## config.mk

```make
export PLATFORM = sky130hd
export DESIGN_NAME = ect_divider
export DESIGN_NICKNAME = d
export VERILOG_FILES = /design/src/hdl/ect_pkg.sv /design/src/hdl/ect_divider.sv
export SDC_FILE = /design/constraint.sdc
export NUM_CORES = 1
export LEC_CHECK = 0
export ABC_AREA = 0
export CAP_MARGIN = 15
export CORE_MARGIN = 1
export CORE_UTILIZATION = 35
export CTS_CLUSTER_SIZE = 25
export DETAILED_ROUTE_END_ITERATION = 7
export DONT_BUFFER_PORTS = 1
export PLACE_DENSITY_LB_ADDON = 0.12
export SLEW_MARGIN = 20
export SYNTH_ARGS = -nofsm -noshare
export SYNTH_HDL_FRONTEND = slang
export SYNTH_SLANG_ARGS = --single-unit
```

## constraint.sdc

```tcl
create_clock -name aclk -period 11 [get_ports aclk]
set_input_delay 1.1 -clock aclk [delete_from_list [all_inputs] [get_ports aclk]]
set_output_delay 1.1 -clock aclk [all_outputs]
set_load 0.02 [all_outputs]
```

## src/hdl/ect_pkg.sv

```systemverilog
// Shared types and constants of the even cosine transform block.
// Used by the divider, the cosine table and the top level; depends on nothing.
package ect_pkg;

    localparam int SAMPLE_W    = 24;
    localparam int INDEX_W     = 12;
    localparam int VALUE_W     = 56;
    localparam int COS_W       = 24;
    localparam int COUNT_REG_W = 11;
    localparam int HALF_REG_W  = 12;
    localparam int SPAN_W      = 24;
    localparam int S_TDATA_W   = 40;
    localparam int M_TDATA_W   = 72;
    localparam int CFG_IDX_W   = 2;
    localparam int CFG_DATA_W  = 24;

    typedef enum logic [CFG_IDX_W-1:0] {
        REG_SAMPLE_COUNT = 2'd0,
        REG_HALF_OUTPUTS = 2'd1,
        REG_SPAN_WIDTH   = 2'd2
    } cfg_reg_t;

    typedef enum logic {
        OP_LOAD  = 1'b0,
        OP_QUERY = 1'b1
    } op_t;

    typedef struct packed {
        logic start;
    } div_ctrl_t;

    typedef struct packed {
        logic busy;
        logic done;
    } div_stat_t;

endpackage

```

## src/hdl/ect_divider.sv

```systemverilog
// Bit-serial restoring divider, one quotient bit per cycle.
// Uses the control and status structs of ect_pkg.
module ect_divider import ect_pkg::*; #(
    parameter int DVD_W = 48,
    parameter int DSR_W = 36
) (
    input  logic             aclk,
    input  logic             aresetn,
    input  div_ctrl_t        ctrl,
    input  logic [DVD_W-1:0] dividend,
    input  logic [DSR_W-1:0] divisor,
    output div_stat_t        stat,
    output logic [DVD_W-1:0] quotient,
    output logic [DSR_W-1:0] remainder
);

    localparam int CNT_W = $clog2(DVD_W + 1);

    logic [DVD_W-1:0] dvd_reg, quo_reg;
    logic [DSR_W-1:0] dsr_reg, rem_reg;
    logic [CNT_W-1:0] cnt_reg;
    logic             busy_reg, done_reg;
    logic [DSR_W:0]   trial;
    logic             fits;

    always_comb begin
        trial = {rem_reg, dvd_reg[DVD_W-1]};
        fits  = trial >= {1'b0, dsr_reg};
    end

    always_ff @(posedge aclk) begin
        if (!aresetn) begin
            busy_reg <= 1'b0;
            done_reg <= 1'b0;
            cnt_reg  <= '0;
        end else begin
            done_reg <= 1'b0;
            if (ctrl.start) begin
                busy_reg <= 1'b1;
                cnt_reg  <= CNT_W'(DVD_W);
                dvd_reg  <= dividend;
                dsr_reg  <= divisor;
                rem_reg  <= '0;
                quo_reg  <= '0;
            end else if (busy_reg) begin
                dvd_reg <= {dvd_reg[DVD_W-2:0], 1'b0};
                quo_reg <= {quo_reg[DVD_W-2:0], fits};
                rem_reg <= fits ? DSR_W'(trial - {1'b0, dsr_reg}) : trial[DSR_W-1:0];
                cnt_reg <= cnt_reg - 1'b1;
                if (cnt_reg == CNT_W'(1)) begin
                    busy_reg <= 1'b0;
                    done_reg <= 1'b1;
                end
            end
        end
    end

    assign stat.busy = busy_reg;
    assign stat.done = done_reg;
    assign quotient  = quo_reg;
    assign remainder = rem_reg;

endmodule

```

==> results.md <==
- Die width: 162.9 µm
- Initial DRC Count: 331
- Post-synth ARST share: 0%
- Worst setup path class: reg2reg
- Main area contributors after synthesis: edfxtp_1 (56%), mux2_2 (5.8%), ha_1 (5.2%)
- Post-synth cell types: 65
- Worst setup SP type: register
- Core ar.: 25330 µm²
- CP Max Fanout: 31
- H-tree levels: 4
- Post-DP Area: 9325 µm²
- Worst-path clk slew: 0.09 ns
- YS warnings: 0
- CP arrival: 3.88 ns
- Storage element area: 5205 µm²
- # hold bufs at CTS: 0
- Initial antenna violation count: 5
- Setup ws final: 7.293 ns
- Final Hold Slack: 0.5315 ns
- Actual slew at the worst max-slew pin: 0.9696 ns
- Post-route DRC: 0
- Cell Pwr Density: 181.6 nW/µm²
- Hold/Removal Path Class: reg2reg
- P_leak: 3.654 nW
- FILL cells: 2443
- Number of global-route vias before repair: 5773
- Routed Antenna Nets: 0
- Area leader, netlist: edfxtp_1
- Count leader, synth: edfxtp_1
- Worst vdd ir: 0.00009919 V
- Max incr delay on CP: 0.80 ns
- Worst skew pair latency: 0.44 ns
- CTS root buf: clkbuf_16
- Total GRT Usage: 15.43%
- First-pass GRT wire length: 31310 µm
- Setup repair bufs after CTS: 0
- CP endpoint kind: register
- RSZ-0062 raised after global routing: no
- Final Max Slew Viols: 0
- Post-synthesis sequential area ratio: 57.42%
- Final GP Congestion: 0.8618
- Initial Utilization: 35.79%
- Worst slew margin relative to its limit: 35.36%
- Die Span Y: 162.9 µm
- Layout cells sized above 1: 13.65%
- Post-synth top area share: 55.65%
- Pre-CTS setup slack: 7.247 ns
- Port Buffer Count: 0
- Max Freq: 269.8 MHz
- Status: complete, no violations
- Commonest register cell after synthesis: edfxtp_1
- Nets@finish: 860
- CP max-delay cell: a31oi_4
- Clk_skew: 0.01857 ns
- Pin count of the biggest net entering global routing: 139
- Wirelength per Cell: 18.42 µm
- Final setup viols: 0
- Post_cts resized: 0
- Post-synthesis register bit count: 176
- Number of max-cap violations: 0
- Number of synthesized flops with an enable pin: 168
- DP HPWL: 13290 µm
- DR vias: 5556
- Total grt overflow: 0
- CTS buffer count: 17
- Fin crit share: 33.70%
- Multi-input gate area: 3508 µm²
- Clock sinks: 176
- Vias per inst: 5.135
- Synth Net Count: 874
- DR pass1 iterations: 4
- Final WL: 19930 µm
- Top cells by count, synth: edfxtp_1 (168), nand2_1 (73), a21oi_1 (61)
- Syn_area_per_cell: 12.12 µm²
- Final Cell Area: 9963 µm²
- Minimum clock period: 3.707 ns
- TritonCTS clock tree: yes
- Layout overhead on the synthesized area: 9.910%
- Setup TNS Final: 0 ns
- Required @ worst endpoint: 11.17 ns
- Post-synthesis cell area: 9065 µm²
- Clk buf depth: 2
- Final Hold Vio Count: 0
- FP Rows: 58
- DIE AREA: 26550 µm²
- Io pins: 173
- Mapped Cells: 748
- CP cell instances: ha_1 -> a21o_1 -> a31o_2 -> o21bai_1 -> a211oi_2 -> o41ai_4 -> o21ai_4 -> a31oi_4 -> or2_1 -> a21oi_1
cell usage in the layout, fill, tap and decap left out, types with 7 or more instances in the layout:
master / count
ha_1: 38
dfxtp_1: 8
a21oi_1: 61
nor2b_1: 51
mux2_2: 47
nand2b_1: 7
nand4_1: 7
clkbuf_16: 17
edfxtp_1: 168
xnor2_1: 21
a21o_1: 12
nand2_1: 73
a31oi_1: 7
xor2_1: 13
nor2_1: 37
o21ai_0: 8
inv_1: 48
nand3_1: 11
a211oi_2: 8
final timing paths:
check	startpoint	to	slack (ns)	cells past startpoint
min	cnt_reg[1]$_SDFFE_PP0P_	cnt_reg[1]$_SDFFE_PP0P_	0.53	2
min reg2reg	cnt_reg[1]$_SDFFE_PP0P_	cnt_reg[1]$_SDFFE_PP0P_	0.53	2
max	remainder[3]$_SDFFCE_PP0P_	remainder[9]$_SDFFCE_PP0P_	7.29	10
max reg2reg	remainder[3]$_SDFFCE_PP0P_	remainder[9]$_SDFFCE_PP0P_	7.29	10
per-layer routing:
layer | routed length [µm] | vias to the layer above | track usage (%) | share of wire [%]
li1 | - | 2695 | - | -
met1 | 8499 | 2692 | 18.46 | 43
met2 | 9447 | 149 | 24.84 | 47
met3 | 1792 | 18 | 7.410 | 9.0
met4 | 179 | 2 | 3.696 | 0.90
met5 | 11 | - | 0 | 0.055
stage by stage:
| stage | utilization, % | cells | total power [mW] |
|---|---|---|---|
| floorplan | - | 748 | 1.138 |
| global placement | 36.80 | 1045 | 1.193 |
| detailed placement | 36.82 | 1045 | 1.196 |
| CTS | 39.29 | 1077 | 1.837 |
| global route | 39.29 | 1077 | 1.903 |
| finish | 39.34 | 1082 | 1.809 |
cell families (layout without fill, tap and decap cells):
| group | count (synthesis) | count (layout) | synth area share (%) |
|---|---|---|---|
| simple gates | 220 | 220 | 12.20 |
| flops | 176 | 176 | 57.42 |
| compound gates | 145 | 145 | 11.39 |
| buf+inv | 83 | 82 | 3.961 |
| mux | 51 | 51 | 6.280 |
| fa+ha+maj | 39 | 39 | 5.466 |
| xor+xnor | 34 | 34 | 3.285 |
| other cells | 0 | 5 | 0 |
worst max-delay path: cells and delay by family (launching register included):
kind	cells	cell delay, ns
flops	1	0.52
fa+ha+maj	1	0.42
compound gates	8	2.28
simple gates	1	0.20
area by class of cell:
type                    count  area share [%]
clock inverters            15           2.009
flip-flops and latches    176           52.24
clock buffers              17           4.270
diodes                      5          0.1256
multi-input cells         489           35.21
inverters                  48           1.808
well taps                 330           4.144
repair buffers              2          0.1884
where the power goes:
part / leakage, nW / internal, mW / switching, mW
clock network: 0.298 / 0.314 / 0.317
logic: 1.67 / 0.132 / 0.185
registers: 1.68 / 0.799 / 0.0624
total: 3.65 / 1.25 / 0.564
Power figures use the tool's default switching activity.
